File: config.mk
export PLATFORM = sky130hd
export DESIGN_NAME = sstf_cell
export DESIGN_NICKNAME = d
export VERILOG_FILES = /design/src/design/sstf_pkg.sv /design/src/design/sstf_cell.sv
export SDC_FILE = /design/constraint.sdc
export NUM_CORES = 1
export LEC_CHECK = 0
export BUFFER_PORTS_ARGS = -buffer_cell sky130_fd_sc_hd__buf_2
export CAP_MARGIN = 15
export CORE_MARGIN = 8
export CORE_UTILIZATION = 45
export CTS_CLUSTER_DIAMETER = 120
export DETAILED_ROUTE_END_ITERATION = 8
export GPL_ROUTABILITY_DRIVEN = 0
export PLACE_DENSITY = 0.78
export SLEW_MARGIN = 20
export SYNTH_ARGS = -nofsm -noshare
export SYNTH_HDL_FRONTEND = slang
export SYNTH_SLANG_ARGS = --single-unit
File: constraint.sdc
create_clock -name clk -period 4.7 [get_ports clk]
set_input_delay 0 -clock clk [delete_from_list [all_inputs] [get_ports clk]]
set_output_delay 0 -clock clk [all_outputs]
set_load 0.02 [all_outputs]
File: src/design/sstf_pkg.sv
// Shared widths, defaults and control types for the SSTF disk request scheduler.
package sstf_pkg;

  // Fixed widths of the channel fields and the configuration register.
  localparam int unsigned CYL_FIELD_W  = 16;
  localparam int unsigned DIST_FIELD_W = 16;
  localparam int unsigned TOTAL_W      = 22;
  localparam int unsigned START_W      = 16;

  // Defaults for the top-level parameters.
  localparam int unsigned MAX_REQUESTS_DEF   = 64;
  localparam int unsigned CYLINDER_WIDTH_DEF = 16;

  // Control strobes broadcast from the sequencer to every cell.
  typedef struct packed {
    logic wr_en;        // store the incoming request in the addressed cell
    logic mark_en;      // mark the addressed cell as served
    logic clear_marks;  // drop all served marks at batch end
  } cell_ctrl_t;

endpackage

File: src/design/sstf_cell.sv
// One cell of the scheduler chain: holds a request and refines the passing nearest candidate.
module sstf_cell #(
  parameter int unsigned CW   = sstf_pkg::CYLINDER_WIDTH_DEF,
  parameter int unsigned IW   = 6,
  parameter int unsigned CNTW = 7,
  parameter int unsigned IDX  = 0
) (
  input  logic                 clk,
  input  logic                 rst,
  input  sstf_pkg::cell_ctrl_t ctrl,
  input  logic [IW-1:0]        sel_idx,
  input  logic [CW-1:0]        wr_cyl,
  input  logic [CW-1:0]        head,
  input  logic [CNTW-1:0]      count,
  input  logic                 cand_in_valid,
  input  logic                 cand_in_found,
  input  logic [CW-1:0]        cand_in_dist,
  input  logic [IW-1:0]        cand_in_idx,
  input  logic [CW-1:0]        cand_in_cyl,
  output logic                 cand_out_valid,
  output logic                 cand_out_found,
  output logic [CW-1:0]        cand_out_dist,
  output logic [IW-1:0]        cand_out_idx,
  output logic [CW-1:0]        cand_out_cyl
);

  localparam logic [IW-1:0]   MY_IDX = IW'(IDX);
  localparam logic [CNTW-1:0] MY_POS = CNTW'(IDX);

  logic [CW-1:0] cyl;
  logic          served;
  logic          addressed;
  logic          active;
  logic [CW-1:0] gap;
  logic          take;

  assign addressed = (sel_idx == MY_IDX);

  // Stored request; only entries of the current batch are ever compared.
  always_ff @(posedge clk) begin
    if (ctrl.wr_en && addressed) begin
      cyl <= wr_cyl;
    end
  end

  // Served mark for this entry.
  always_ff @(posedge clk) begin
    if (rst || ctrl.clear_marks) begin
      served <= 1'b0;
    end else if (ctrl.mark_en && addressed) begin
      served <= 1'b1;
    end
  end

  // Distance to the head; a strict compare keeps ties with the earlier entry.
  assign active = (MY_POS < count) && !served;
  assign gap    = (cyl >= head) ? (cyl - head) : (head - cyl);
  assign take   = active && (!cand_in_found || (gap < cand_in_dist));

  // Pass the candidate on to the next cell.
  always_ff @(posedge clk) begin
    if (rst) begin
      cand_out_valid <= 1'b0;
    end else begin
      cand_out_valid <= cand_in_valid;
    end
  end

  always_ff @(posedge clk) begin
    cand_out_found <= cand_in_found || take;
    cand_out_dist  <= take ? gap    : cand_in_dist;
    cand_out_idx   <= take ? MY_IDX : cand_in_idx;
    cand_out_cyl   <= take ? cyl    : cand_in_cyl;
  end

endmodule

# == After elaboration in Yosys (flattened, before gate mapping) ==
# Cells that the tools add are included.
# op_classes
magnitude_cmp,3
n_reduce_logical,10
mux,3
add_sub_neg,2
# ops
cell,n
$mux 16,3
$sub 16x16->16,2
$ge 16x16->1,1
$lt 16x16->1,1
$lt 1x7->1 const A,1
$logic_not 6->1,1
$logic_and 1x1->1,4
$logic_or 1x1->1,3
$logic_not 1->1,2
# word_totals
out_inout_bits,40
ff_bits,57
in_bits,90
word_cells,25

# == Depth between registers and ports, before layout ==
# Gate-level depths: netlist of run 1.
# depth
depth_word,6
mapped_depth,22
depth_no_buf,20

# == Worst setup path before layout of run 1 ==
# OpenSTA, ideal clock, no wires.
# synth_path
kind,register -> register
start,reg cyl[0]
end,reg cand_out_cyl[0]
n_path_buf,3
path_slack_ps,244
path_stages_with_launch,21
setup_ps,121
arrival_ps,4335
required_time_ps,4579
synth_period_minus_slack_ps,4456
path_cell_list,edfxtp_1 > inv_1 > ha_1 > inv_1 > fa_1 > a21o_1 > a2111o_1 > a21oi_2 > nand2_2 > buf_6 > buf_2 > a31oi_1 > xor2_1 > ha_1 > a21o_1 > a21o_1 > a21oi_1 > o21ai_0 > a21oi_2 > clkbuf_1 > mux2_2
# synth_via
elab_chain_cells,6
elab_cells_between_ends,8
classes_between,2 x add/sub; 2 x order compare; 2 x mux; 2 x reduce/logical
# synth_lines
item,line,rtl
start: declaration,sstf_cell.sv:30,logic [CW-1:0] cyl;
start signal: assignment,sstf_cell.sv:42,cyl <= wr_cyl;
$sub 16x16->16 or $ge 16x16->1 (tied branches),sstf_cell.sv:57,assign gap = (cyl >= head) ? (cyl - head) : (head - cyl);
$mux 16,sstf_cell.sv:57,
$lt 16x16->1,sstf_cell.sv:58,assign take = active && (!cand_in_found || (gap < cand_in_dist));
$logic_or 1x1->1,sstf_cell.sv:58,
$logic_and 1x1->1,sstf_cell.sv:58,
$mux 16 *,sstf_cell.sv:73,cand_out_cyl <= take ? cyl : cand_in_cyl;
end signal: assignment,sstf_cell.sv:73,
end: declaration,sstf_cell.sv:24,output logic [CW-1:0] cand_out_cyl
# Mark *: on every way between the ends. The rest lies on a longest branch, timed or not.
# A chain may end at the register's enable or synchronous reset.

# == Worst setup path in the final report of run 1 ==
# layout_path
start,reg cyl[0]
end,reg cand_out_dist[15]
# layout_via
elab_chain_cells,6
elab_cells_between_ends,8
classes_between,2 x add/sub; 2 x order compare; 2 x mux; 2 x reduce/logical
# layout_lines
item,line,rtl
$sub 16x16->16 or $ge 16x16->1 (tied branches),sstf_cell.sv:57,
$mux 16 *,sstf_cell.sv:57,
$lt 16x16->1,sstf_cell.sv:58,
$logic_or 1x1->1,sstf_cell.sv:58,
$logic_and 1x1->1,sstf_cell.sv:58,
$mux 16 *,sstf_cell.sv:71,cand_out_dist <= take ? gap : cand_in_dist;
end signal: assignment,sstf_cell.sv:71,
end: declaration,sstf_cell.sv:22,"output logic [CW-1:0] cand_out_dist,"
# Marked as above.

==> impl_metrics.toml, run 1 <==
[status]
status = "completed"

[global_route]
grt-ovfl-total = 0
antenna_found_initial = 0
grt_max_degree = 34
grt_pass1_vias = 3800
grt_pass1_wl_um = 17100
grt_usage = 0.182

[sta]
fin_crit_sh = 0.960
fmax_mhz = 222
setup_viol = 0
period_needed_ns = 4.51
skew_ns = 0.0102
finalMaxSlewViolations = 0
hold_viol_final = 0
rsz0062_at_grt = "false"
max_slew.worst_pin.slew_ns = 0.878
hold_ws_ns = 0.0982
slew_headroom = 0.415
finalSetupTns_ns = 0

[floorplanning]
die_x_um = 107
dieArea_um2 = 11500
fp.dieH_um = 107
core_area_um2 = 8130
pin_count = 130
rows = 33
start_util = 0.462

[setup_path]
reg2reg_depth = 20
regToRegStartpoint = "cyl[0]$_DFFE_PP_"
crit_family = "compound AO/OA/AOI/OAI gates"
required_ns = 4.92
r2r_slack_ns = 0.19
critPathArrivalTime_ns = 4.73
cp_slowest_cell = "a2111o_1"
cp-end-kind = "flop"
cpPeakStageDelay_ns = 0.45
setup.worst_path.start_class = "flop"
worst-path-buf-inv = 4
r2r_end = "cand_out_dist[15]$_DFF_P_"
crit_path_cell_trace = "inv_1 > ha_1 > inv_1 > fa_2 > a21o_1 > a2111o_1 > a21oi_4 > nand2_4 > buf_6 > mux2i_1 > xnor2_1 > ha_1 > a21o_1 > a31oi_1 > o21a_1 > o21ai_1 > a21oi_4 > buf_4 > o22ai_1 > or3b_1"
cp_max_fo = 8
crit_type = "reg2reg"

[synth]
synth.distinct_cells = 50
synth_edf_count = 16
synth_async_sr_flop_share = 0
syn_area_per_cell_um2 = 9.36
syn_inst = 401
ys_warn_count = 0
netlist_area_um2 = 3750
syn_nets = 539
ys_seq_area_frac = 0.347
ys.flop_type = "dfxtp_1"
ys_ff_latch = 57

[place]
dp_hpwl_um = 7690
port_buffers = 129

[drt]
wl_per_cell_um = 15.1
drc = 0
vias = 3577
finalWirelength_um = 10700
viasPerCell = 5.04
ant_nets = 0
drt_pass1_iterations = 4
first_iter_violations = 224

[clock_tree]
cts_tree = "done"
clkTransAtPathRegs_ns = 0.07
clk_latency_ns = 0.33
ctsHtreeMaxLevel = 3
numCtsBuffers = 9
clock-sinks = 57
clock_path_buffers = 2
cts_root_buf = "clkbuf_8"

[finish]
mostFrequentLayoutCell = "buf_2"
syn2layout_area_growth_pct = 44.3
antenna_cells = 0
fin_util = 0.666
drive_gt1_frac = 0.324
fin_nets = 738
layout_common_cells = "buf_2, dlygate4sd3_1, inv_1"
fillerInstances = 624

[worst_hold_path]
hold_class = "in2reg"
hold_depth = 4
holdCritStartpoint = "count[3]"
hold_end = "cand_out_found$_DFF_P_"

[pwr]
p_leak_nw = 2.72
ir_worst_vdd_uv = 144
pwr_density_cell_nw_per_um2 = 274

[run]
drv_cap = 0
## cell type report
cell class	instances	area (um2)	share of cell area
multi-input combinational	273	2210	0.407
clock inverter	2	10.0	0.00185
sequential	57	1300	0.240
clock buffer	14	174	0.0321
timing repair buffer	203	1380	0.255
inverter	56	210	0.0388
tap	105	131	0.0243
## metrics by stage
step,instance area [um2],worst slack [ns],power [mW],instances
5_1_grt,5420,0.000584,1.58,710
3_5_place_dp,4540,0.00644,1.01,628
2_1_floorplan,3750,0.244,0.857,401
4_1_cts,5310,0.0397,1.47,702
6_report,5420,0.187,1.49,710
3_3_place_gp,4540,0.182,0.991,628
## state kept, by name, summed over array words and instances, names as in the netlist
register,cells
cyl,16
served,1
cand_out_cyl,16
cand_out_dist,16
cand_out_idx,6
cand_out_valid,1
cand_out_found,1
## Yosys cell counts (2+ instances only)
| master | instances | share of area |
|---|---|---|
| clkbuf_1 | 7 | 0.0070 |
| fa_1 | 2 | 0.011 |
| nand3b_1 | 2 | 0.0040 |
| o21a_1 | 7 | 0.014 |
| buf_6 | 2 | 0.0060 |
| nor3_1 | 3 | 0.0040 |
| xor2_1 | 5 | 0.012 |
| a31oi_1 | 5 | 0.0083 |
| nand2_1 | 21 | 0.021 |
| edfxtp_1 | 16 | 0.13 |
| o211ai_1 | 2 | 0.0040 |
| nand4_1 | 5 | 0.0083 |
| a21oi_2 | 2 | 0.0047 |
| a21oi_1 | 30 | 0.040 |
| o31a_1 | 2 | 0.0047 |
| mux2i_1 | 8 | 0.021 |
| a211oi_1 | 2 | 0.0040 |
| xnor2_1 | 9 | 0.021 |
| ha_1 | 46 | 0.15 |
| mux2_2 | 27 | 0.081 |
| nor2b_1 | 12 | 0.020 |
| nand2b_1 | 3 | 0.0050 |
| o31ai_1 | 4 | 0.0080 |
| or3_1 | 2 | 0.0033 |
| dfxtp_1 | 41 | 0.22 |
| nor2_1 | 11 | 0.011 |
| buf_2 | 7 | 0.0093 |
| a21o_1 | 15 | 0.030 |
| inv_1 | 56 | 0.056 |
| o21ai_0 | 27 | 0.036 |
## worst max-delay path by stage
stage | slack (ns) | cells after the start | endpoint | startpoint
floorplan | 0.24 | 20 | cand_out_cyl[0]$_DFF_P_ | cyl[0]$_DFFE_PP_
global placement | 0.18 | 18 | cand_out_cyl[7]$_DFF_P_ | cyl[0]$_DFFE_PP_
detailed placement | 0.006 | 19 | cand_out_cyl[7]$_DFF_P_ | cyl[0]$_DFFE_PP_
CTS | 0.04 | 19 | cand_out_cyl[7]$_DFF_P_ | cyl[0]$_DFFE_PP_
global route | 0.0006 | 17 | cand_out_dist[15]$_DFF_P_ | cyl[1]$_DFFE_PP_
finish | 0.19 | 20 | cand_out_dist[15]$_DFF_P_ | cyl[0]$_DFFE_PP_
## per-layer routing
| metal | share of wire | global-route usage |
|---|---|---|
| met5 | 0 | 0 |
| met4 | 0.019 | 0.0714 |
| met3 | 0.073 | 0.0623 |
| met2 | 0.51 | 0.319 |
| met1 | 0.40 | 0.196 |
## logic make-up after synthesis
logic type | synth area share
compound gates | 0.178
xor+xnor | 0.0327
fa+ha+maj | 0.164
buf+inv | 0.0783
flops | 0.347
mux | 0.106
simple gates | 0.0946
## worst reg2reg max path, stage by stage (launching register included)
cell and delay (ns):
edfxtp_1 0.38, inv_1 0.07, ha_1 0.18, inv_1 0.06, fa_2 0.36, a21o_1 0.18, a2111o_1 0.45, a21oi_4 0.24
nand2_4 0.14, buf_6 0.19, mux2i_1 0.12, xnor2_1 0.27, ha_1 0.30, a21o_1 0.16, a31oi_1 0.16, o21a_1 0.16
o21ai_1 0.12, a21oi_4 0.28, buf_4 0.16, o22ai_1 0.07, or3b_1 0.34
## what timing repair did
action	in CTS	in global routing
cloned	0	2
gates resized for setup	1	8
buffers inserted	0	6
pin swaps	0	4
hold endpoints to repair	56	0
setup endpoints to repair	8	26
hold buffers	58	0
## power by group
part / switching, mW / internal (mW)
combinational: 0.257 / 0.234
sequential: 0.0138 / 0.556
clock: 0.188 / 0.237
total: 0.460 / 1.03
Power figures use the tool's default switching activity.
==> run 2: changes to the inputs <==
Settings changed: CORE_UTILIZATION 45 to 40, PLACE_DENSITY 0.78 to 0.71.
==> impl_metrics.toml, run 2 (synthesized netlist as in run 1, its figures left out) <==
[status]
status = "completed"

[clock_tree]
cts_root_buf = "clkbuf_8"
clkTransAtPathRegs_ns = 0.07
clock_path_buffers = 2
cts_tree = "done"
clock-sinks = 57
ctsHtreeMaxLevel = 3
clk_latency_ns = 0.34
numCtsBuffers = 9

[setup_path]
worst-path-buf-inv = 5
critPathArrivalTime_ns = 4.80
required_ns = 4.93
crit_path_cell_trace = "inv_1 > ha_1 > inv_1 > fa_2 > a21o_1 > a2111o_1 > a21oi_2 > nand2_4 > buf_4 > a211oi_2 > a31oi_1 > xor2_1 > ha_1 > a21o_1 > a21o_1 > a21oi_1 > o21ai_1 > a21oi_4 > buf_4 > buf_4 > mux2_2"
cp_slowest_cell = "a2111o_1"
crit_type = "reg2reg"
cp_max_fo = 7
cpPeakStageDelay_ns = 0.43
crit_family = "compound AO/OA/AOI/OAI gates"
cp-end-kind = "flop"
setup.worst_path.start_class = "flop"

[sta]
finalMaxSlewViolations = 0
skew_ns = 0.00576
hold_ws_ns = 0.0871
worst_slack_ns = 0.124
fin_crit_sh = 0.974
slew_headroom = 0.451
fmax_mhz = 219
setup_viol = 0
max_slew.worst_pin.slew_ns = 0.823
period_needed_ns = 4.58
hold_viol_final = 0

[floorplanning]
start_util = 0.408
pin_count = 130
die_x_um = 113
dieArea_um2 = 12700
rows = 35
core_area_um2 = 9200
fp.dieH_um = 113

[pwr]
p_switching_mw = 0.478
total_power_mw = 1.55
pwr_density_cell_nw_per_um2 = 284
pwr-share-seq = 0.365
p_leak_nw = 2.74
power_frac_clock = 0.309
power_frac_comb = 0.325
ir_worst_vdd_uv = 174
netSwitchingFraction = 0.308
cellInternalPower_mw = 1.07

[global_route]
antenna_found_initial = 1
grt_use_met1 = 0.188
grt_usage = 0.166
grt_pass1_vias = 3708
top_usage_layer = "met2"
use_met3 = 0.0564
met2_usage = 0.282
grt-ovfl-total = 0
grt_max_degree = 32
grt_pass1_wl_um = 17200

[finish]
fin_nets = 741
fillerInstances = 798
syn2layout_area_growth_pct = 45.7
drive_gt1_frac = 0.331
fin_cells = 720
reg.largest.list = "cand_out_cyl (16), cand_out_dist (16), cyl (16)"
mostFrequentLayoutCell = "buf_2"
layout_common_cells = "buf_2, dlygate4sd3_1, inv_1"

[worst_hold_path]
hold_class = "in2reg"

[place]
dp_slack_ns = -0.0335
dp_cells = 634
dp_hpwl_um = 7720
port_buffers = 129

[drt]
drc = 0
drt_pass1_iterations = 5
finalWirelength_um = 10800
wl_per_cell_um = 14.9
first_iter_violations = 171
viasPerCell = 4.93
ant_nets = 0
vias = 3549

[run]
drv_cap = 0
[run 2: changes by cell type in the layout (fill, tap and decap cells not counted), sizes merged]
cell and delta:
buf +4, bufinv +1, clkbuf -3, clkinv +1
clkinvlp +1, diode +1, nand2 -1
[run 2: metal layers]
layer,up-vias,wire length (um)
met1,1615,4520
met2,119,5180
met5,-,0
li1,1796,-
met3,19,812
met4,0,234
[run 2: worst register-to-register path: cells and delay by family, from the launching register on]
kind	cells	cell delay [ns]
AO/OA/AOI/OAI	10	1.95
XOR/XNOR	1	0.24
adder cells (fa/ha/maj)	3	0.80
buffers and inverters	5	0.64
flip-flops	1	0.40
multiplexers	1	0.33
AND/OR/NAND/NOR	1	0.11
[run 2: final timing paths]
path                            slack [ns]         startpoint  cells after the start                       end
worst min register to register        0.52  cyl[15]$_DFFE_PP_                      1  cand_out_cyl[15]$_DFF_P_
worst max register to register        0.12   cyl[0]$_DFFE_PP_                     21  cand_out_cyl[15]$_DFF_P_
worst max-delay path                  0.12   cyl[0]$_DFFE_PP_                     21  cand_out_cyl[15]$_DFF_P_
worst min-delay path                  0.09           count[4]                      4    cand_out_found$_DFF_P_
[run 2: cell type report]
type	instances	area (um2)	area share
well taps	111	139	0.0254
clock inverters	5	52.6	0.00961
flip-flops and latches	57	1300	0.238
multi-input cells	272	2190	0.400
inverters	56	210	0.0384
clock buffers	11	153	0.0279
diodes	1	2.50	0.000457
repair buffers	207	1430	0.261
[run 2: power by group through the flow]
stage          Combinational [mW]  Sequential [mW]  Clock (mW)
6_report                    0.506            0.567       0.480
4_1_cts                     0.468            0.568       0.495
5_1_grt                     0.550            0.573       0.519
3_5_place_dp                0.427            0.578           0
3_3_place_gp                0.416            0.578           0
2_1_floorplan               0.212            0.645           0
[run 2: per-stage QoR]
step,cell area (um2),setup TNS (ns),util
2_1_floorplan,3750,0,-
3_3_place_gp,4540,0,0.494
3_5_place_dp,4540,-0.300,0.494
4_1_cts,5340,0,0.580
5_1_grt,5470,-0.00351,0.595
6_report,5470,0,0.595
[run 2: what timing repair did]
item / 4_1_cts / 5_1_grt
setup endpoints to repair: 19 / 30
resized for setup: 0 / 8
hold buffers: 58 / 0
pin swaps: 1 / 2
cloned: 0 / 1
hold endpoints to repair: 56 / 0
setup buffers: 1 / 9
==> run 3: changes to the inputs <==
Settings changed: REMOVE_ABC_BUFFERS set to 1.
==> impl_metrics.toml, run 3 (synthesized netlist as in run 1, its figures left out) <==
[finish]
fillerInstances = 785
drive_gt1_frac = 0.340
reg.largest.list = "cand_out_cyl (16), cand_out_dist (16), cyl (16)"
mostFrequentLayoutCell = "buf_2"
multi_input_area_um2 = 2240
layout_common_cells = "buf_2, dlygate4sd3_1, inv_1"
syn2layout_area_growth_pct = 47.5
fin_nets = 739
antenna_cells = 0
regArea_um2 = 1300

[floorplanning]
start_util = 0.408
dieArea_um2 = 12700
rows = 35
core_area_um2 = 9200
pin_count = 130
die_x_um = 113
fp.dieH_um = 113

[clock_tree]
clk_latency_ns = 0.35
clkTransAtPathRegs_ns = 0.07
cts_tree = "done"
cts_root_buf = "clkbuf_8"
clock_path_buffers = 2
ctsHtreeMaxLevel = 3
clock-sinks = 57
numCtsBuffers = 9

[drt]
ant_nets = 0
drc = 0
viasPerCell = 4.89
first_iter_violations = 111
drt_pass1_iterations = 4
finalWirelength_um = 10800
wl_per_cell_um = 15.1
vias = 3503

[global_route]
grt_pass1_wl_um = 16600
grt_usage = 0.160
grt_max_degree = 38
grt_pass1_vias = 3607
antenna_found_initial = 0
grt-ovfl-total = 0

[worst_hold_path]
holdCritStartpoint = "cand_in_dist[15]"
hold_class = "in2reg"

[setup_path]
critPathArrivalTime_ns = 4.75
cp-end-kind = "flop"
crit_type = "reg2reg"
setup.worst_path.start_class = "flop"
crit_start = "cyl[0]$_DFFE_PP_"
endpoint = "cand_out_cyl[7]$_DFF_P_"
regToRegStartpoint = "cyl[0]$_DFFE_PP_"
r2r_end = "cand_out_cyl[7]$_DFF_P_"
cp_max_fo = 8
required_ns = 4.94
r2r_slack_ns = 0.19
reg2reg_depth = 19

[sta]
finalSetupTns_ns = 0
worst_slack_ns = 0.186
max_slew.worst_pin.slew_ns = 0.813
skew_ns = 0.00800
fin_crit_sh = 0.960
period_needed_ns = 4.51
finalMaxSlewViolations = 0
setup_viol = 0
fmax_mhz = 222
hold_viol_final = 0
slew_headroom = 0.458

[pwr]
pwr_density_cell_nw_per_um2 = 285
total_power_mw = 1.58
p_leak_nw = 2.76
ir_worst_vdd_uv = 193

[place]
dp_hpwl_um = 7710
port_buffers = 129
dp_slack_ns = -0.0258

[run]
drv_cap = 0

[status]
status = "completed"
run 3: worst min path at each step:
stage,end,slack [ns],cells past startpoint
after floorplan,cand_out_valid$_SDFF_PP0_,0.07,1
after global placement,served$_SDFFE_PP0P_,0.17,2
after detailed placement,served$_SDFFE_PP0P_,0.17,2
after CTS,cand_out_dist[15]$_DFF_P_,0.06,4
after global routing,cand_out_dist[15]$_DFF_P_,0.11,4
final,cand_out_dist[15]$_DFF_P_,0.09,4
run 3: layout make-up:
class,count,share of cell area
clock inverters,6,0.0118
repair buffers,205,0.259
flip-flops and latches,57,0.235
well taps,111,0.0251
inverters,56,0.0380
multi-input cells,272,0.405
clock buffers,10,0.0269
run 3: through the flow:
step                      hold WS (ns)   util  std cells  cell area, um2
final                           0.0878  0.602        717            5540
after global routing             0.111  0.602        717            5540
after CTS                       0.0552  0.580        707            5330
after detailed placement         0.173  0.493        633            4540
after global placement           0.166  0.493        633            4540
after floorplan                 0.0716      -        385            3670
run 3: critical path: stages, from the launching register on:
cell	delay [ns]
edfxtp_1	0.42
inv_1	0.08
ha_2	0.18
inv_1	0.06
fa_2	0.35
a21o_1	0.18
a2111o_1	0.38
a21oi_2	0.22
nand2_4	0.14
buf_12	0.16
a211o_1	0.30
a31oi_4	0.20
o21a_1	0.16
xnor2_1	0.14
ha_1	0.28
a21oi_2	0.16
o21ai_2	0.08
a21oi_4	0.34
clkbuf_16	0.24
mux2_2	0.32
run 3: power breakdown:
part	switching (mW)	internal [mW]	total (mW)	leakage (nW)
logic	0.266	0.248	0.514	2.17
clock network	0.221	0.277	0.498	0.107
registers	0.0124	0.556	0.568	0.488
total	0.499	1.08	1.58	2.76
run 3: layer usage:
layer	track usage	share of wire	up-vias
met3	0.0522	0.071	15
met5	0	0	-
met4	0.0622	0.019	0
met2	0.281	0.49	102
met1	0.174	0.42	1598
li1	-	-	1788
run 3: repair_timing:
item                                    4_1_cts  5_1_grt
cloned                                        0        3
pin swaps                                     2       11
gates resized for setup                       1       18
hold endpoints to repair                     56        0
setup buffers                                 0        7
endpoints found under the setup margin       18       32
hold buffers                                 58        0
